$ cat config.mk
export PLATFORM = sky130hd
export DESIGN_NAME = url_query_option_extract_top
export DESIGN_NICKNAME = d
export VERILOG_FILES = /design/src/hdl/uqoe_pkg.sv /design/src/hdl/uqoe_front.sv /design/src/hdl/uqoe_queue.sv /design/src/hdl/uqoe_back.sv /design/src/hdl/url_query_option_extract_top.sv
export SDC_FILE = /design/constraint.sdc
export NUM_CORES = 1
export LEC_CHECK = 0
export BUFFER_PORTS_ARGS = -buffer_cell sky130_fd_sc_hd__buf_4
export CORE_ASPECT_RATIO = 1.2
export CORE_UTILIZATION = 50
export DETAILED_ROUTE_END_ITERATION = 10
export GPL_ROUTABILITY_DRIVEN = 0
export HOLD_SLACK_MARGIN = 0.12
export PLACE_DENSITY = 0.69
export SETUP_SLACK_MARGIN = 0.02
export SYNTH_ARGS = -nofsm -noshare
export SYNTH_HDL_FRONTEND = slang
export SYNTH_SLANG_ARGS = --single-unit
$ cat constraint.sdc
create_clock -name clk -period 9.1 [get_ports clk]
set_input_delay 1.82 -clock clk [delete_from_list [all_inputs] [get_ports clk]]
set_output_delay 1.82 -clock clk [all_outputs]
set_load 0.02 [all_outputs]
$ cat src/hdl/uqoe_pkg.sv
// Shared types, constants and character-class functions for the URL query option extractor.
`default_nettype none

package uqoe_pkg;

	// Fixed field and register widths.
	localparam int URL_BYTE_W  = 8;
	localparam int KEY_W       = 64;
	localparam int KEY_LEN_W   = 4;
	localparam int CAP_W       = 9;
	localparam int CFG_IDX_W   = 2;
	localparam int CFG_DATA_W  = 64;
	localparam int NAME_CNT_W  = 4;
	localparam int OUT_CNT_W   = 8;
	localparam int NIBBLE_W    = 4;
	localparam int STATUS_W    = 3;

	// Longest key the name comparator handles; key_chars holds this many bytes.
	localparam int MAX_KEY_LEN = 8;
	localparam int KEY_IDX_W   = $clog2(MAX_KEY_LEN);

	// Largest destination size the value length check honors.
	localparam int CAP_MAX     = 256;

	// Reset values of the configuration registers.
	localparam logic [KEY_W-1:0]     KEY_CHARS_RST = '0;
	localparam logic [KEY_LEN_W-1:0] KEY_LEN_RST   = '0;
	localparam logic [CAP_W-1:0]     CAP_RST       = CAP_W'(32);

	// Default depth of the queue between the parser and the output stage.
	localparam int QUEUE_DEPTH = 4;

	// Delimiters of the query syntax.
	localparam logic [URL_BYTE_W-1:0] CH_QUESTION = 8'h3F;
	localparam logic [URL_BYTE_W-1:0] CH_AMP      = 8'h26;
	localparam logic [URL_BYTE_W-1:0] CH_EQUAL    = 8'h3D;
	localparam logic [URL_BYTE_W-1:0] CH_PERCENT  = 8'h25;
	localparam logic [URL_BYTE_W-1:0] CH_SPACE    = 8'h20;
	localparam logic [URL_BYTE_W-1:0] CH_DEL      = 8'h7F;

	// Result kinds.
	localparam logic KIND_BYTE   = 1'b0;
	localparam logic KIND_STATUS = 1'b1;

	typedef enum logic [2:0] {
		PH_WAIT  = 3'd0,
		PH_NAME  = 3'd1,
		PH_SKIP  = 3'd2,
		PH_VALUE = 3'd3,
		PH_DONE  = 3'd4
	} phase_t;

	typedef enum logic [STATUS_W-1:0] {
		ST_FOUND      = 3'd0,
		ST_NOT_FOUND  = 3'd1,
		ST_BAD_ESCAPE = 3'd2,
		ST_BAD_BYTE   = 3'd3,
		ST_UNSAFE     = 3'd4,
		ST_TOO_LONG   = 3'd5
	} status_t;

	typedef enum logic [1:0] {
		ESC_NONE = 2'd0,
		ESC_HIGH = 2'd1,
		ESC_LOW  = 2'd2
	} esc_t;

	typedef enum logic [CFG_IDX_W-1:0] {
		CFG_KEY_CHARS = 2'd0,
		CFG_KEY_LEN   = 2'd1,
		CFG_CAPACITY  = 2'd2
	} cfg_reg_t;

	// One queue entry: the results caused by one input byte.
	typedef struct packed {
		logic                  has_byte;
		logic [URL_BYTE_W-1:0] dbyte;
		logic                  has_status;
		status_t               code;
	} entry_t;

	// Hex digit decode: bit 4 set when the character is a hex digit.
	function automatic logic [NIBBLE_W:0] hex_decode(input logic [URL_BYTE_W-1:0] c);
		logic [NIBBLE_W:0] r;
		r = '0;
		case (c) inside
			[8'h30:8'h39]: r = {1'b1, c[NIBBLE_W-1:0]};
			[8'h41:8'h46],
			[8'h61:8'h66]: r = {1'b1, NIBBLE_W'(c[2:0] + 3'd1) + NIBBLE_W'(8)};
			default:       r = '0;
		endcase
		return r;
	endfunction

	// Characters that may stand unescaped in a value.
	function automatic logic raw_allowed(input logic [URL_BYTE_W-1:0] c);
		logic ok;
		case (c) inside
			[8'h41:8'h5A], [8'h61:8'h7A], [8'h30:8'h39],
			8'h2D, 8'h2E, 8'h5F, 8'h7E, 8'h2F, 8'h3A, 8'h40,
			8'h21, 8'h24, 8'h26, 8'h27, 8'h28, 8'h29, 8'h2A,
			8'h2B, 8'h2C, 8'h3B, 8'h3D: ok = 1'b1;
			default:                    ok = 1'b0;
		endcase
		return ok;
	endfunction

endpackage

`default_nettype wire

$ cat src/hdl/uqoe_front.sv
// Front part: configuration registers and the per-byte query parser.
`default_nettype none

module uqoe_front (
	input  wire logic                               clk,
	input  wire logic                               arst_n,
	input  wire logic                               in_accept,
	input  wire logic [uqoe_pkg::URL_BYTE_W-1:0]    url_byte,
	input  wire logic                               in_last,
	input  wire logic                               cfg_write,
	input  wire logic [uqoe_pkg::CFG_IDX_W-1:0]     cfg_index,
	input  wire logic [uqoe_pkg::CFG_DATA_W-1:0]    cfg_data,
	output logic                                    entry_valid,
	output uqoe_pkg::entry_t                        entry
);
	import uqoe_pkg::*;

	logic [KEY_W-1:0]      key_chars_q;
	logic [KEY_LEN_W-1:0]  key_length_q;
	logic [CAP_W-1:0]      value_capacity_q;

	phase_t                phase_q, phase_n;
	logic [NAME_CNT_W-1:0] name_count_q, name_count_n;
	logic                  name_mismatch_q, name_mismatch_n;
	esc_t                  escape_step_q, escape_step_n;
	logic [NIBBLE_W-1:0]   high_nibble_q, high_nibble_n;
	logic [OUT_CNT_W-1:0]  out_count_q, out_count_n;
	status_t               result_code_q, result_code_n;

	logic                  emit;
	logic [URL_BYTE_W-1:0] emit_val;
	status_t               final_code;

	logic [NIBBLE_W:0]     hex;
	logic [URL_BYTE_W-1:0] key_byte;
	logic [URL_BYTE_W-1:0] decoded;
	logic                  name_in_key;
	logic                  key_match;
	logic [CAP_W-1:0]      cap_eff;
	logic                  room;

	always_ff @(posedge clk or negedge arst_n) begin
		if (!arst_n) begin
			key_chars_q      <= KEY_CHARS_RST;
			key_length_q     <= KEY_LEN_RST;
			value_capacity_q <= CAP_RST;
		end else if (cfg_write) begin
			case (cfg_index)
				CFG_KEY_CHARS: key_chars_q      <= cfg_data;
				CFG_KEY_LEN:   key_length_q     <= cfg_data[KEY_LEN_W-1:0];
				CFG_CAPACITY:  value_capacity_q <= cfg_data[CAP_W-1:0];
				default:       ;
			endcase
		end
	end

	assign hex         = hex_decode(url_byte);
	assign key_byte    = key_chars_q[{name_count_q[KEY_IDX_W-1:0], 3'b000} +: URL_BYTE_W];
	assign decoded     = {high_nibble_q, hex[NIBBLE_W-1:0]};
	assign name_in_key = (name_count_q < key_length_q)
	                     && (name_count_q < NAME_CNT_W'(MAX_KEY_LEN));
	assign key_match   = !name_mismatch_q && (key_length_q <= KEY_LEN_W'(MAX_KEY_LEN))
	                     && (name_count_q == key_length_q);
	assign cap_eff     = (value_capacity_q > CAP_W'(CAP_MAX)) ? CAP_W'(CAP_MAX)
	                                                          : value_capacity_q;
	assign room        = (({1'b0, out_count_q} + CAP_W'(1)) < cap_eff);

	// Next-state logic for one accepted byte.
	always_comb begin
		phase_n         = phase_q;
		name_count_n    = name_count_q;
		name_mismatch_n = name_mismatch_q;
		escape_step_n   = escape_step_q;
		high_nibble_n   = high_nibble_q;
		out_count_n     = out_count_q;
		result_code_n   = result_code_q;
		emit            = 1'b0;
		emit_val        = url_byte;

		unique case (phase_q)
			PH_WAIT: begin
				if (url_byte == CH_QUESTION) begin
					phase_n         = PH_NAME;
					name_count_n    = '0;
					name_mismatch_n = 1'b0;
				end
			end
			PH_NAME: begin
				if (url_byte == CH_AMP) begin
					name_count_n    = '0;
					name_mismatch_n = 1'b0;
				end else if (url_byte == CH_EQUAL) begin
					if (key_match) begin
						if (value_capacity_q == '0) begin
							phase_n       = PH_DONE;
							result_code_n = ST_NOT_FOUND;
						end else begin
							phase_n       = PH_VALUE;
							escape_step_n = ESC_NONE;
							out_count_n   = '0;
						end
					end else begin
						phase_n = PH_SKIP;
					end
				end else begin
					if (!name_in_key || (key_byte != url_byte)) begin
						name_mismatch_n = 1'b1;
					end
					if (name_count_q != '1) begin
						name_count_n = name_count_q + NAME_CNT_W'(1);
					end
				end
			end
			PH_SKIP: begin
				if (url_byte == CH_AMP) begin
					phase_n         = PH_NAME;
					name_count_n    = '0;
					name_mismatch_n = 1'b0;
				end
			end
			PH_VALUE: begin
				if (escape_step_q == ESC_HIGH) begin
					if (!hex[NIBBLE_W]) begin
						phase_n       = PH_DONE;
						result_code_n = ST_BAD_ESCAPE;
					end else begin
						high_nibble_n = hex[NIBBLE_W-1:0];
						escape_step_n = ESC_LOW;
					end
				end else if (escape_step_q == ESC_LOW) begin
					if (!hex[NIBBLE_W]) begin
						phase_n       = PH_DONE;
						result_code_n = ST_BAD_ESCAPE;
					end else begin
						escape_step_n = ESC_NONE;
						emit_val      = decoded;
						if ((decoded < CH_SPACE) || (decoded == CH_DEL)) begin
							phase_n       = PH_DONE;
							result_code_n = ST_BAD_BYTE;
						end else if (room) begin
							emit        = 1'b1;
							out_count_n = out_count_q + OUT_CNT_W'(1);
						end else begin
							phase_n       = PH_DONE;
							result_code_n = ST_TOO_LONG;
						end
					end
				end else if (url_byte == CH_AMP) begin
					phase_n       = PH_DONE;
					result_code_n = ST_FOUND;
				end else if (url_byte == CH_PERCENT) begin
					escape_step_n = ESC_HIGH;
				end else if (!raw_allowed(url_byte)) begin
					phase_n       = PH_DONE;
					result_code_n = ST_UNSAFE;
				end else if (room) begin
					emit        = 1'b1;
					out_count_n = out_count_q + OUT_CNT_W'(1);
				end else begin
					phase_n       = PH_DONE;
					result_code_n = ST_TOO_LONG;
				end
			end
			PH_DONE: ;
			default: ;
		endcase
	end

	// Result entry for the accepted byte; the status reflects the state after it.
	always_comb begin
		if (phase_n == PH_VALUE) begin
			final_code = (escape_step_n != ESC_NONE) ? ST_BAD_ESCAPE : ST_FOUND;
		end else if (phase_n == PH_DONE) begin
			final_code = result_code_n;
		end else begin
			final_code = ST_NOT_FOUND;
		end
		entry_valid      = in_accept && (emit || in_last);
		entry.has_byte   = emit;
		entry.dbyte      = emit_val;
		entry.has_status = in_last;
		entry.code       = final_code;
	end

	always_ff @(posedge clk or negedge arst_n) begin
		if (!arst_n) begin
			phase_q         <= PH_WAIT;
			name_count_q    <= '0;
			name_mismatch_q <= 1'b0;
			escape_step_q   <= ESC_NONE;
			high_nibble_q   <= '0;
			out_count_q     <= '0;
			result_code_q   <= ST_NOT_FOUND;
		end else if (in_accept) begin
			if (in_last) begin
				phase_q         <= PH_WAIT;
				name_count_q    <= '0;
				name_mismatch_q <= 1'b0;
				escape_step_q   <= ESC_NONE;
				high_nibble_q   <= '0;
				out_count_q     <= '0;
				result_code_q   <= ST_NOT_FOUND;
			end else begin
				phase_q         <= phase_n;
				name_count_q    <= name_count_n;
				name_mismatch_q <= name_mismatch_n;
				escape_step_q   <= escape_step_n;
				high_nibble_q   <= high_nibble_n;
				out_count_q     <= out_count_n;
				result_code_q   <= result_code_n;
			end
		end
	end

endmodule

`default_nettype wire

$ cat src/hdl/uqoe_queue.sv
// Short queue of result entries between the parser and the output stage.
`default_nettype none

module uqoe_queue #(
	parameter int DEPTH = uqoe_pkg::QUEUE_DEPTH
) (
	input  wire logic             clk,
	input  wire logic             arst_n,
	input  wire logic             wr_en,
	input  wire uqoe_pkg::entry_t wr_entry,
	output logic                  full,
	input  wire logic             rd_en,
	output logic                  head_valid,
	output uqoe_pkg::entry_t      head
);
	import uqoe_pkg::*;

	localparam int PTR_W = (DEPTH > 1) ? $clog2(DEPTH) : 1;
	localparam int CNT_W = $clog2(DEPTH + 1);

	entry_t            mem_q [DEPTH];
	logic [PTR_W-1:0]  wr_ptr_q, rd_ptr_q;
	logic [CNT_W-1:0]  count_q;
	logic              do_wr, do_rd;

	assign full       = (count_q == CNT_W'(DEPTH));
	assign head_valid = (count_q != '0);
	assign head       = mem_q[rd_ptr_q];
	assign do_wr      = wr_en && !full;
	assign do_rd      = rd_en && head_valid;

	always_ff @(posedge clk) begin
		if (do_wr) begin
			mem_q[wr_ptr_q] <= wr_entry;
		end
	end

	always_ff @(posedge clk or negedge arst_n) begin
		if (!arst_n) begin
			wr_ptr_q <= '0;
			rd_ptr_q <= '0;
			count_q  <= '0;
		end else begin
			if (do_wr) begin
				wr_ptr_q <= (wr_ptr_q == PTR_W'(DEPTH - 1)) ? '0 : wr_ptr_q + PTR_W'(1);
			end
			if (do_rd) begin
				rd_ptr_q <= (rd_ptr_q == PTR_W'(DEPTH - 1)) ? '0 : rd_ptr_q + PTR_W'(1);
			end
			if (do_wr && !do_rd) begin
				count_q <= count_q + CNT_W'(1);
			end else if (do_rd && !do_wr) begin
				count_q <= count_q - CNT_W'(1);
			end
		end
	end

endmodule

`default_nettype wire

$ cat src/hdl/uqoe_back.sv
// Back part: splits queue entries into single results and holds them in an output register.
`default_nettype none

module uqoe_back (
	input  wire logic                             clk,
	input  wire logic                             arst_n,
	input  wire logic                             head_valid,
	input  wire uqoe_pkg::entry_t                 head,
	output logic                                  head_pop,
	output logic                                  empty,
	input  wire logic                             pop,
	output logic                                  out_kind,
	output logic [uqoe_pkg::URL_BYTE_W-1:0]       out_byte,
	output logic [uqoe_pkg::STATUS_W-1:0]         status,
	output logic                                  out_last
);
	import uqoe_pkg::*;

	logic                  out_valid_q;
	logic                  byte_sent_q;
	logic                  out_kind_q;
	logic [URL_BYTE_W-1:0] out_byte_q;
	logic [STATUS_W-1:0]   status_q;
	logic                  load;
	logic                  take_byte;

	assign load      = head_valid && (!out_valid_q || pop);
	assign take_byte = head.has_byte && !byte_sent_q;
	// The head leaves the queue once its last result has been loaded.
	assign head_pop  = load && !(take_byte && head.has_status);

	always_ff @(posedge clk or negedge arst_n) begin
		if (!arst_n) begin
			out_valid_q <= 1'b0;
			byte_sent_q <= 1'b0;
		end else begin
			if (load) begin
				out_valid_q <= 1'b1;
			end else if (pop) begin
				out_valid_q <= 1'b0;
			end
			if (load) begin
				byte_sent_q <= take_byte && head.has_status;
			end
		end
	end

	always_ff @(posedge clk) begin
		if (load) begin
			if (take_byte) begin
				out_kind_q <= KIND_BYTE;
				out_byte_q <= head.dbyte;
				status_q   <= ST_FOUND;
			end else begin
				out_kind_q <= KIND_STATUS;
				out_byte_q <= '0;
				status_q   <= head.code;
			end
		end
	end

	assign empty    = !out_valid_q;
	assign out_kind = out_kind_q;
	assign out_byte = out_byte_q;
	assign status   = status_q;
	assign out_last = (out_kind_q == KIND_STATUS);

endmodule

`default_nettype wire

$ cat src/hdl/url_query_option_extract_top.sv
// Top level of the URL query option extractor.
`default_nettype none

// The block reads a URL one byte per transfer on the push side and returns the
// percent-decoded value of the query option whose name matches key_chars and
// key_length, one decoded byte per result transfer, followed by one status
// result (out_kind high, out_last high) for the byte marked in_last. Status is
// 0 found, 1 not found, 2 bad escape, 3 escaped control byte, 4 unsafe raw
// character, 5 value too long for value_capacity; only the first error counts.
// A byte is taken while push is high and the queue is not full, so a new byte
// can follow every clock while the queue has room; the parser updates its
// state with each accepted byte. Results pass through a queue of QUEUE_DEPTH
// entries and a one-result output register, so the push side keeps running
// while results wait to be popped, until the queue fills. A byte that causes
// both a decoded byte and the final status needs two pop transfers, so the
// result side sets the long-run rate when such bytes arrive back to back.
// The configuration registers are written through cfg_write, cfg_index and
// cfg_data (0 key_chars, 1 key_length, 2 value_capacity); the user must write
// them only while the block holds no pending results; the block does not check.
module url_query_option_extract_top #(
	parameter int QUEUE_DEPTH = uqoe_pkg::QUEUE_DEPTH
) (
	input  wire logic                             clk,
	input  wire logic                             arst_n,
	input  wire logic                             push,
	output logic                                  full,
	input  wire logic [uqoe_pkg::URL_BYTE_W-1:0]  url_byte,
	input  wire logic                             in_last,
	output logic                                  empty,
	input  wire logic                             pop,
	output logic                                  out_kind,
	output logic [uqoe_pkg::URL_BYTE_W-1:0]       out_byte,
	output logic [uqoe_pkg::STATUS_W-1:0]         status,
	output logic                                  out_last,
	input  wire logic                             cfg_write,
	input  wire logic [uqoe_pkg::CFG_IDX_W-1:0]   cfg_index,
	input  wire logic [uqoe_pkg::CFG_DATA_W-1:0]  cfg_data
);
	import uqoe_pkg::*;

	logic   in_accept;
	logic   entry_valid;
	entry_t entry;
	logic   head_valid;
	entry_t head;
	logic   head_pop;

	// A byte transfers whenever the queue has room for what it may produce.
	assign in_accept = push && !full;

	uqoe_front u_front (
		.clk         (clk),
		.arst_n      (arst_n),
		.in_accept   (in_accept),
		.url_byte    (url_byte),
		.in_last     (in_last),
		.cfg_write   (cfg_write),
		.cfg_index   (cfg_index),
		.cfg_data    (cfg_data),
		.entry_valid (entry_valid),
		.entry       (entry)
	);

	uqoe_queue #(
		.DEPTH (QUEUE_DEPTH)
	) u_queue (
		.clk        (clk),
		.arst_n     (arst_n),
		.wr_en      (entry_valid),
		.wr_entry   (entry),
		.full       (full),
		.rd_en      (head_pop),
		.head_valid (head_valid),
		.head       (head)
	);

	uqoe_back u_back (
		.clk        (clk),
		.arst_n     (arst_n),
		.head_valid (head_valid),
		.head       (head),
		.head_pop   (head_pop),
		.empty      (empty),
		.pop        (pop),
		.out_kind   (out_kind),
		.out_byte   (out_byte),
		.status     (status),
		.out_last   (out_last)
	);

endmodule

`default_nettype wire
### After elaboration in Yosys (flattened, before gate mapping)

Memories as Yosys holds them, arrays and structs flattened.
Cells that the tools add are included.

* register bits: 123
* memory bits (writable): 52
* input bits: 80
* output and inout bits: 15
* memories: 1

Memory list
* u_queue.mem_q: depth 4, width 13, read ports 1, clocked after memory_dff 0, write ports 1, line uqoe_queue.sv:21 `entry_t mem_q [DEPTH];`

* add/subtract/negate cells: 9
* order comparisons: 14
* equality and inequality tests: 51
* shift-type cells: 1
* mux-type cells: 110
* reduce and logical (&&, ||, !) cells: 51

Operators by type and width (count)
* $eq 8x6->1 const B: 17
* $mux 8: 17
* $mux 3: 34
* $shiftx 64x7->8: 1
* $mux 4: 10
* $eq 8x7->1 const B: 4
* $le 8x7->1 const B: 4
* $mux 2: 14
* $mux 1: 26
* $reduce_or 21->1: 1
* $logic_and 1x1->1: 18
* $ge 8x7->1 const B: 2
* $ne 4x3->1 const B: 4
* $pmux 8 s2: 1
* $ne 3x2->1 const B: 4
* $ne 4x2->1 const B: 3
* $pmux 3 s4: 1
* $pmux 4 s3: 1
* $reduce_and 12->1: 1
* $reduce_and 6->1: 2
* $reduce_bool 2->1: 6
* $mux 5: 2
* $add 8x1->9 const B: 1
* $eq 3x2->1 const B: 3
* other kinds (37): 59

### Depth between registers and ports, before layout

Gate-level depths: netlist (run 1).

* depth in word-level cells: 22
* depth in mapped cells: 20

### Cells and area by module

From an unflattened synthesis (run 1), not the netlist that was laid out.

* cell total of the unflattened synthesis: 720
* area total of the unflattened synthesis: 9131.3 µm²

Modules (own cells, without submodules)
* uqoe_front: instances 1, cells an instance 577, area each 6218.5 µm², seq. area each 2555.0 µm²
* uqoe_queue: instances 1, cells an instance 105, area each 2341.0 µm², seq. area each 1736.7 µm²
* uqoe_back: instances 1, cells an instance 37, area each 558.0 µm², seq. area each 410.4 µm²
* url_query_option_extract_top: instances 1, cells an instance 1, area each 13.8 µm², seq. area each 0.0 µm²

### Worst setup path before layout (run 1)

No wires, ideal clock.

* path type: input port to flip-flop
* start point: input url_byte[1] (netlist bit)
* end point: register u_queue.count_q[2]
* library setup time: 0.079 ns
* arrival time: 5.048 ns
* data required time: 9.021 ns
* slack: 3.973 ns
* stages: 17
* path through: buf_2 > inv_1 > ha_1 > or3b_2 > o311ai_2 > nor3b_2 > o2111ai_2 > nand4_1 > a31oi_4 > o21ai_4 > inv_1 > ha_1 > inv_1 > fa_1 > xor2_1 > nor2_1 > xor2_1

RTL lines
* start, declared: line url_query_option_extract_top.sv:27 `input wire logic [uqoe_pkg::URL_BYTE_W-1:0] url_byte,`
* end signal, assigned: line uqoe_queue.sv:51 `count_q <= count_q + CNT_W'(1);`
* end signal, assigned: line uqoe_queue.sv:53 `count_q <= count_q - CNT_W'(1);`
* end, declared: line uqoe_queue.sv:23 `logic [CNT_W-1:0] count_q;`

==> results.md, run 1 <==
* TritonCTS clock tree: yes
* Via/cell ratio at between 5 and 6
* Top-area cell type share of the netlist area at 29.6%
* Final setup fails at 0
* Final Skew at about 0.012 ns
* Synth Area per Inst at 12.7 µm²
* Largest net degree at the start of global routing at 65
* Comb pwr share at 22.9%
* Vias in the first global route at roughly 6,400
* Area after DPL at 0.0101 mm²
* Clock share of power at 29.8%
* Total chip power at between 0.002 and 0.0025 W
* # rows at between 50 and 60
* Pwr dens at ~210 mW/mm²
* P_int at between 0.0015 and 0.002 W
* Sequential power share at 47.3%
* Switch share at 29.0%
* Worst-Skew Late Latency at 0.44 ns
* Pins Over Slew Limit at 0
* GR Overflow Total at 0
* DP HPWL at 14.6 mm
* Slew headroom at 23.9%
* Overall Global Routing Usage at roughly 22%
* Core footprint at 0.0181 mm²
* Min setup slack post-route at 3.97 ns
* Clock-pin slew on the worst setup and hold paths at 0.06 ns
* Crit end category: flop
* Register area at roughly 0.0047 mm²
* Vias at 6,226
* Full die area at approximately 0.019 mm²
* Setup tns final at 0 ns
* Total CTS buffers at 17
* Final hold violation count at 0
* Part of the cycle the worst path needs at around 56%
* Final Cell Area at 0.0106 mm²
* Initial Util at between 50 and 60%
* Hold Crit Class: flop to flop
* Number of port buffers at between 90 and 100
* Max cap viols at 0
* Area occupied by multi-input gates at 0.00425 mm²
* Crit path max fanout at 13
* VDD IR-drop max at 0.000128 V
* # resized after CTS at 0
* Syn_nets at 831
* Antenna violations before repair at 0
* Diodes inserted at 0
* Width of the die at 126 µm
* FILL cells at 1,431
* Share of flip-flops with an asynchronous set or reset at 63.4%
* # nets final at 910
* Sequential share of the synthesized area at approximately 50%
* Violation count after the first detailed-route iteration at roughly 430
* Sink Count at 175
* RSZ-0062 raised after global routing: no
* Post-synth top area cell: dfrtp_1
* Final ANT Viol Nets at 0
* Cell variety after synth at 87
* Worst EP required at a little over 9 ns
* # H-tree levels at 4
* Layout area overhead at 14.9%
* Detailed Routing Iterations Pass 1 at 5
* Dominant synthesized flop cell: dfrtp_1
* Die height at 151 µm
* Hold_buf cts at 0
* Post-Place Worst Slack at 3.54 ns
* Post-CTS setup buffers at 0
* Flops & latches, synth at 175
* LEAKAGE at 4.19 nW
* Routed WL per cell at about 19 µm
* First-pass GRT wire length at 32.5 mm
* Min Tclk post-route at ~5 ns
* Critical Path AT at 5.18 ns
* Crit start category: flop
* Routed WL at between 15 and 20 mm
* Post-Syn Area at 0.00922 mm²
* Hold Slack at 0.482 ns
* Setup CP Type: flop to flop
* Outcome: completed
* Fmax at 195 MHz
* Ratio of cells with drive above 1 in the final layout at 34.0%
* Net switching power at 0.000652 W
* DRC at 0
* Yosys synthesis warning count at 0
* Measured slew at the worst slew-check pin at 1.14 ns
* EDFF count, synth at 64
* Top cells by area, synth: dfrtp_1 (30%), edfxtp_1 (21%), mux2_2 (10%)
* I/O pins at 95
* Clock root cell: clkbuf_16
* Synthesized instance count at ~730
* Clock Path Buffers at 2
## synth_stat cells (3+ instances only)
master	number
dfrtp_1	109
mux2_2	85
edfxtp_1	64
nand2_1	38
nor2_1	35
o21ai_0	33
mux4_2	29
inv_1	26
ha_1	24
a21oi_1	23
clkbuf_1	23
nor2b_1	18
nand3_1	16
nor3_1	13
nand2b_1	11
xnor2_1	11
mux2i_1	10
a22o_1	8
and3_1	8
and2_1	7
a31oi_1	6
buf_2	6
o21ai_1	6
nand4_1	5
a21o_1	4
buf_4	4
nor4_1	4
o22ai_1	4
or2_2	4
or3_1	4
xor2_1	4
a211oi_1	3
buf_1	3
o21a_1	3
o31ai_1	3
or3b_2	3
## registers in the layout, indices dropped and copies added, names as in the netlist
register / count
u_front.name_count_q: 4
u_front.escape_step_q: 2
u_back.byte_sent_q: 1
u_front.out_count_q: 8
u_queue.rd_ptr_q: 2
u_front.key_length_q: 4
u_queue.wr_ptr_q: 2
u_front.key_chars_q: 64
u_queue.count_q: 3
u_back.out_kind: 1
u_front.phase_q: 3
u_back.out_byte: 8
u_front.value_capacity_q: 9
u_front.name_mismatch_q: 1
u_back.out_valid_q: 1
u_back.status: 3
u_front.high_nibble_q: 4
u_queue.mem_q: 52
u_front.result_code_q: 3
## power groups by stage
stage,Combinational (W),Sequential [W],Clock (W)
after detailed placement,0.000521,0.00108,0
after CTS,0.000524,0.00107,0.000684
after floorplan,0.000359,0.00107,0
final,0.000514,0.00106,0.000671
after global placement,0.000503,0.00107,0
after global routing,0.000566,0.00108,0.000716
## routing by layer
layer  global-route usage (%)  wire length, µm  vias up  share of wire [%]
met5                        0                0        -                  0
met4                     11.6              724        0                3.7
met3                     3.85              757       53                3.8
met2                     40.8            10500      194                 53
met1                     24.8             7780     3088                 39
li1                         -                -     2891                  -
## metrics by stage
stage	instances	util, %
2_1_floorplan	726	-
3_3_place_gp	1010	55.6
3_5_place_dp	1010	55.6
4_1_cts	1042	58.5
5_1_grt	1042	58.5
6_report	1042	58.5
## final cells by class
type / instances / share of cell area [%]
multi-input combinational: 486 / 40.0
sequential: 175 / 44.4
tap: 224 / 2.64
clock buffer: 19 / 4.08
clock inverter: 13 / 0.968
inverter: 27 / 0.956
timing repair buffer: 98 / 6.94
## placed cells by master, fill, tap and decap left out, types with 6 or more instances in the layout
| cell | n |
|---|---|
| a21oi_1 | 23 |
| a22o_1 | 8 |
| a31oi_1 | 6 |
| and2_1 | 7 |
| and3_1 | 8 |
| buf_4 | 98 |
| clkbuf_16 | 17 |
| dfrtp_1 | 109 |
| edfxtp_1 | 64 |
| ha_1 | 24 |
| inv_1 | 26 |
| mux2_2 | 85 |
| mux2i_1 | 10 |
| mux4_2 | 29 |
| nand2_1 | 38 |
| nand2b_1 | 11 |
| nand3_1 | 16 |
| nor2_1 | 35 |
| nor2b_1 | 18 |
| nor3_1 | 13 |
| o21ai_0 | 33 |
| o21ai_1 | 6 |
| xnor2_1 | 11 |
## final timing paths
path	depth (start not counted)	end	slack, ns	start
setup / recovery	13	u_queue.mem_q[1][7]	3.97	u_front.out_count_q[0]
hold / removal	1	u_back.byte_sent_q	0.48	u_back.byte_sent_q
setup reg to reg	13	u_queue.mem_q[1][7]	3.97	u_front.out_count_q[0]
hold reg to reg	1	u_back.byte_sent_q	0.48	u_back.byte_sent_q
max in group asynchronous	2	u_front.key_chars_q[41]	6.44	arst_n
min in group asynchronous	1	u_front.key_chars_q[60]	1.44	arst_n
## cell families (layout without fill, tap and decap cells)
family	after synthesis	count (layout)	synth area share, %
adder cells (fa/ha/maj)	25	25	3.47
multiplexers	127	127	19.0
AND/OR/NAND/NOR	190	190	11.7
AO/OA/AOI/OAI	129	129	10.4
buffers and inverters	65	157	3.05
XOR/XNOR	15	15	1.42
flip-flops	175	175	51.0
## critical path, cell delays in order, from the launching register on
cell,delay [ns]
dfrtp_1,0.47
ha_1,0.23
nand3_1,0.16
nor2_1,0.19
nor2_1,0.06
or2_2,0.29
ha_1,0.32
a2111oi_0,0.40
a21oi_1,0.10
a21oi_1,0.72
nand4_1,0.41
a31oi_4,0.37
o21ai_4,0.13
nor2_1,0.90
Power figures use the tool's default switching activity.
==> run 2: changes to the inputs <==
Settings changed: PLACE_DENSITY 0.69 to 0.72.
Clock period 9.1 ns to 4.5 ns, I/O delays scaled along.
==> results.md, run 2 (same netlist as run 1, synthesis figures left out) <==
* Fmax at ~240 MHz
* GR Overflow Total at 0
* Reg2reg path depth at 21
* Part of the cycle the worst path needs at 93.6%
* Crit path max fanout at 6
* Met3 Usage GRT at under 10%
* Core footprint at 0.0181 mm²
* GR Util met1 at 25.4%
* Crit start category: flop
* GR peak layer: met2
* Width of the die at about 130 µm
* Setup CP Type: flop to flop
* # rows at 54
* Total CTS buffers at 17
* Biggest regs: u_front.key_chars_q: 64 flops, u_queue.mem_q: 52 flops, u_front.value_capacity_q: 9 flops
* Worst-Skew Late Latency at 0.43 ns
* Die height at 151 µm
* DRC at 0
* I/O pins at 95
* Final Core Density at around three fifths
* Routed WL per cell at 19.1 µm
* Pwr dens at 434 mW/mm²
* Violation count after the first detailed-route iteration at 340
* # nets final at 932
* Largest net degree at the start of global routing at 67
* Routed WL at 20.3 mm
* Detailed Routing Iterations Pass 1 at 5
* Overall Global Routing Usage at 22.8%
* Clock Path Buffers at 2
* Vias at 6,359
* Hold Crit Class: flop to flop
* Layout area overhead at 17.8%
* Clock root cell: clkbuf_16
* Post-placement cell count at slightly above 1,000
* Crit end category: flop
* Final Skew at 0.0123 ns
* Initial Util at 50.9%
* Outcome: completed
* Final ANT Viol Nets at 0
* DP HPWL at 14.8 mm
* Critical Path AT at 4.55 ns
* Max FFs per register at 64
* Full die area at about 0.019 mm²
* Finished Layout Cells at 1,064
* VDD IR-drop max at between 0.0002 and 0.00025 V
* Final setup fails at 0
* TritonCTS clock tree: yes
* Diodes inserted at 0
* CP max stage delay at 0.43 ns
* Most frequent cells in the layout: buf_4 (120), dfrtp_1 (108), mux2_2 (85)
* Critical path cell sequence: buf_4, and3_1, nand3_2, nor2_1, or2_2, ha_1, a2111oi_2, a21oi_1, a21oi_1, buf_4, and3b_1, o21ai_2, a31oi_4, o21ai_4, inv_1, ha_1, inv_1, fa_1, xor2_1, nor2_1, xor2_1
* Setup tns final at 0 ns
* First-pass GRT wire length at 33.6 mm
* Sink Count at 175
* Via/cell ratio at approximately 6
* Measured slew at the worst slew-check pin at about 0.9 ns
* Ratio of cells with drive above 1 in the final layout at roughly 37%
* Hold Slack at 0.504 ns
* Min Tclk post-route at 4.21 ns
* Number of port buffers at 94
* Antenna violations before repair at 0
* Most flop-heavy register: u_front.key_chars_q
* Max cap viols at 0
* Worst EP required at around 4.8 ns
* # H-tree levels at 4
* Slew headroom at between 40% and 50%
* Met2 usage at 42.6%
* Pins Over Slew Limit at 0
* Vias in the first global route at 6,654
* Commonest non-fill, non-tap cell in the layout: buf_4
* Clock-pin slew on the worst setup and hold paths at 0.06 ns
* Critical-path top delay cell: fa_1
* Hold Crit Depth at 1
* LEAKAGE at 4.34 nW
* Final hold violation count at 0
## run 2: cell types whose count changed in the layout (fill, tap and decap cells not counted), moves of 2 or more
cell        change
clkinvlp_2      -3
buf_4          +22
inv_6           -2
nand3_1         -2
clkbuf_8        +3
nand3_2         +2
## run 2: final cells by class
| class | instances | area, µm² |
|---|---|---|
| Timing Repair Buffer | 120 | 901 |
| Fill cell | 1422 | 7240 |
| Clock buffer | 24 | 508 |
| Inverter | 27 | 101 |
| Clock inverter | 8 | 90.1 |
| Multi-Input combinational cell | 486 | 4280 |
| Sequential cell | 175 | 4700 |
| Tap cell | 224 | 280 |
## run 2: path summary, 6_finish.rpt
check	from	end	slack, ns
worst max register to register	u_front.out_count_q[0]	u_queue.count_q[2]	0.29
max in group asynchronous	arst_n	u_front.key_chars_q[37]	3.01
worst min-delay path	u_back.byte_sent_q	u_back.byte_sent_q	0.50
worst max-delay path	u_front.out_count_q[0]	u_queue.count_q[2]	0.29
min in group asynchronous	arst_n	u_back.out_valid_q	0.56
worst min register to register	u_back.byte_sent_q	u_back.byte_sent_q	0.50
## run 2: worst max-delay path: cells and delay by family (launching register included)
family,cells,cell delay [ns]
AOI/OAI and AO/OA,6,1.10
xor gates and xnor gates,2,0.35
adders and majority gates,3,0.83
buffers and inverters,4,0.50
DFF,1,0.41
and+or+nand+nor,6,0.92
## run 2: through the flow
stage / worst slack [ns] / area, µm² / total power (W)
after floorplan: 0.261 / 9220 / 0.00288
after global placement: 0.253 / 10200 / 0.00321
after detailed placement: 0.0766 / 10200 / 0.00328
after CTS: 0.0536 / 10800 / 0.00476
after global routing: -0.0325 / 10900 / 0.00495
final: 0.289 / 10900 / 0.00472
## run 2: timing repair
action                                  4_1_cts  5_1_grt
endpoints found under the setup margin        0        2
endpoints found under the hold margin         0        0
hold buffers                                  0        0
buffers inserted                              0        6
gates resized for setup                       0       10
## run 2: layer usage
layer	wire, µm	vias to the layer above
met3	913	50
met4	550	0
met1	7720	3164
met5	0	-
met2	11100	203
li1	-	2942
## run 2: where the power goes
| part | internal (W) | switching [W] |
|---|---|---|
| Sequential | 0.00196 | 0.000165 |
| Combinational | 0.000579 | 0.000537 |
| Clock | 0.000859 | 0.000620 |
==> run 3: changes to the inputs <==
Settings changed: BUFFER_PORTS_ARGS -buffer_cell sky130_fd_sc_hd__buf_4 to not set, CORE_ASPECT_RATIO 1.2 to 0.6, DONT_BUFFER_PORTS set to 1, PLACE_DENSITY 0.72 to not set.
Clock period 4.5 ns to 5.25 ns, I/O delays scaled along.
==> results.md, run 3 (same netlist as run 1, synthesis figures left out) <==
* Final Skew at 0.0108 ns
* Via/cell ratio at 6.15
* Pwr dens at between 300 and 400 mW/mm²
* Setup CP Type: flop to flop
* Hold Crit Class: input port to async pin
* Commonest non-fill, non-tap cell in the layout: dfrtp_1
* Routed WL at 20.2 mm
* Width of the die at 177 µm
* Final hold violation count at 0
* LEAKAGE at 3.81 nW
* Die height at around 110 µm
* Full die area at ~0.019 mm²
* Antenna violations before repair at 1
* Critical path cell sequence: ha_1, nand3_1, nor2_1, nor2_1, or2_2, ha_1, a2111oi_0, a21oi_1, a21oi_1, buf_4, nand4_1, a31oi_4, o21ai_4, inv_1, ha_1, inv_1, fa_1, xor2_1, nor2_1, xor2_1
* Hold_buf cts at 0
* First-pass GRT wire length at 32.6 mm
* Overall Global Routing Usage at 22.9%
* Finished Layout Cells at 971
* GR Overflow Total at 0
* # H-tree levels at 4
* Setup tns final at 0 ns
* Total chip power at 0.00392 W
* Number of port buffers at 0
* P_int at 0.00281 W
* Worst EP required at 5.60 ns
* Comb pwr share at 18.8%
* DP HPWL at approximately 14 mm
* VDD IR-drop max at ~0.00030 V
* Reg2reg end: u_queue.count_q[2]
* Crit end category: flop
* Register area at 0.00470 mm²
* Biggest regs: u_front.key_chars_q: 64 flops, u_queue.mem_q: 52 flops, u_front.value_capacity_q: 9 flops
* Initial Util at 51.1%
* Switch share at 28.3%
* Ratio of cells with drive above 1 in the final layout at 26.4%
* Max FFs per register at between 60 and 70
* # nets final at 823
* Reg2reg path depth at 20
* Final setup fails at 0
* Part of the cycle the worst path needs at 85.6%
* R2r startpoint: u_front.out_count_q[0]
* RSZ-0062 raised after global routing: no
* # resized after CTS at 0
* Clock root cell: clkbuf_16
* Total CTS buffers at 17
* CP max stage delay at 0.46 ns
* Diodes inserted at 0
* Clock-pin slew on the worst setup and hold paths at 0.06 ns
* Crit path max fanout at 9
* Crit start category: flop
* Routed WL per cell at 20.8 µm
* FILL cells at 1,491
* R2R setup slack at about 0.75 ns
* Area occupied by multi-input gates at roughly 0.0042 mm²
* I/O pins at 95
* Core footprint at approximately 0.018 mm²
* Detailed Routing Iterations Pass 1 at 4
* Post-placement cell count at 939
* Largest net degree at the start of global routing at 112
* Clock share of power at around a third
* Layout area overhead at 8.79%
* Slew headroom at 45.4%
* Outcome: completed
* Measured slew at the worst slew-check pin at 0.818 ns
* Min Tclk post-route at 4.50 ns
* DRC at 0
* Pins Over Slew Limit at 0
* Clock Path Buffers at 2
* Violation count after the first detailed-route iteration at between 500 and 600
* Post-CTS setup buffers at 0
* Critical Path AT at 4.84 ns
* Most frequent cells in the layout: dfrtp_1 (109), mux2_2 (85), edfxtp_1 (64)
* Worst-Skew Late Latency at around 0.43 ns
* Critical-path top delay cell: dfrtp_1
* Net switching power at 0.00111 W
* Most flop-heavy register: u_front.key_chars_q
* Sink Count at 175
* Sequential power share at 48.2%
* Vias at 5,973
* Final ANT Viol Nets at 0
* Fmax at 222 MHz
* TritonCTS clock tree: yes
* Vias in the first global route at 5,835
* # rows at 38
* Max cap viols at 0
[run 3: area by class of cell]
class	count	area share, %
clock inverter	12	1.46
clock buffer	20	4.55
tap	240	2.99
timing repair buffer	11	0.823
inverter	27	1.01
multi-input combinational	486	42.3
sequential	175	46.9
[run 3: routing by layer]
metal | vias up | global-route usage [%] | part of all wire [%] | wire (µm)
met2 | 223 | 30.0 | 40 | 8060
met3 | 15 | 6.56 | 8.0 | 1600
met5 | - | 0 | 0.065 | 13
li1 | 2711 | - | - | -
met1 | 3022 | 36.5 | 51 | 10300
met4 | 2 | 5.19 | 0.87 | 176
[run 3: worst max-delay path, delay by kind of cell, from the launching register on]
| family | cells | cell delay (ns) |
|---|---|---|
| adder cells (fa/ha/maj) | 4 | 1.14 |
| AO/OA/AOI/OAI | 5 | 1.14 |
| AND/OR/NAND/NOR | 6 | 0.99 |
| flip-flops | 1 | 0.46 |
| buffers and inverters | 3 | 0.39 |
| XOR/XNOR | 2 | 0.31 |
[run 3: per-stage QoR]
stage	cell area, µm²	hold WS [ns]	worst slack [ns]	util, %
6_report	10000	0.316	0.755	55.5
5_1_grt	10000	0.287	0.324	55.5
4_1_cts	10000	0.293	0.784	55.5
3_5_place_dp	9430	0.475	0.702	52.2
3_3_place_gp	9430	0.465	0.810	52.2
2_1_floorplan	9220	0.449	0.893	-
[run 3: worst max path at each step]
stage | from | to | slack (ns) | cells past startpoint
6_report | u_front.out_count_q[0] | u_queue.count_q[2] | 0.75 | 20
5_1_grt | u_front.out_count_q[0] | u_queue.count_q[2] | 0.32 | 20
4_1_cts | u_front.out_count_q[0] | u_queue.count_q[2] | 0.78 | 20
3_5_place_dp | url_byte[0] | u_queue.count_q[2] | 0.70 | 16
3_3_place_gp | url_byte[0] | u_queue.count_q[2] | 0.81 | 16
2_1_floorplan | url_byte[1] | u_queue.count_q[2] | 0.89 | 17
[run 3: power by group through the flow]
stage,Combinational (W),Clock (W),Sequential (W)
floorplan,0.000622,0,0.00185
global placement,0.000723,0,0.00191
detailed placement,0.000743,0,0.00192
CTS,0.000747,0.00132,0.00189
global route,0.000818,0.00138,0.00192
finish,0.000736,0.00130,0.00189
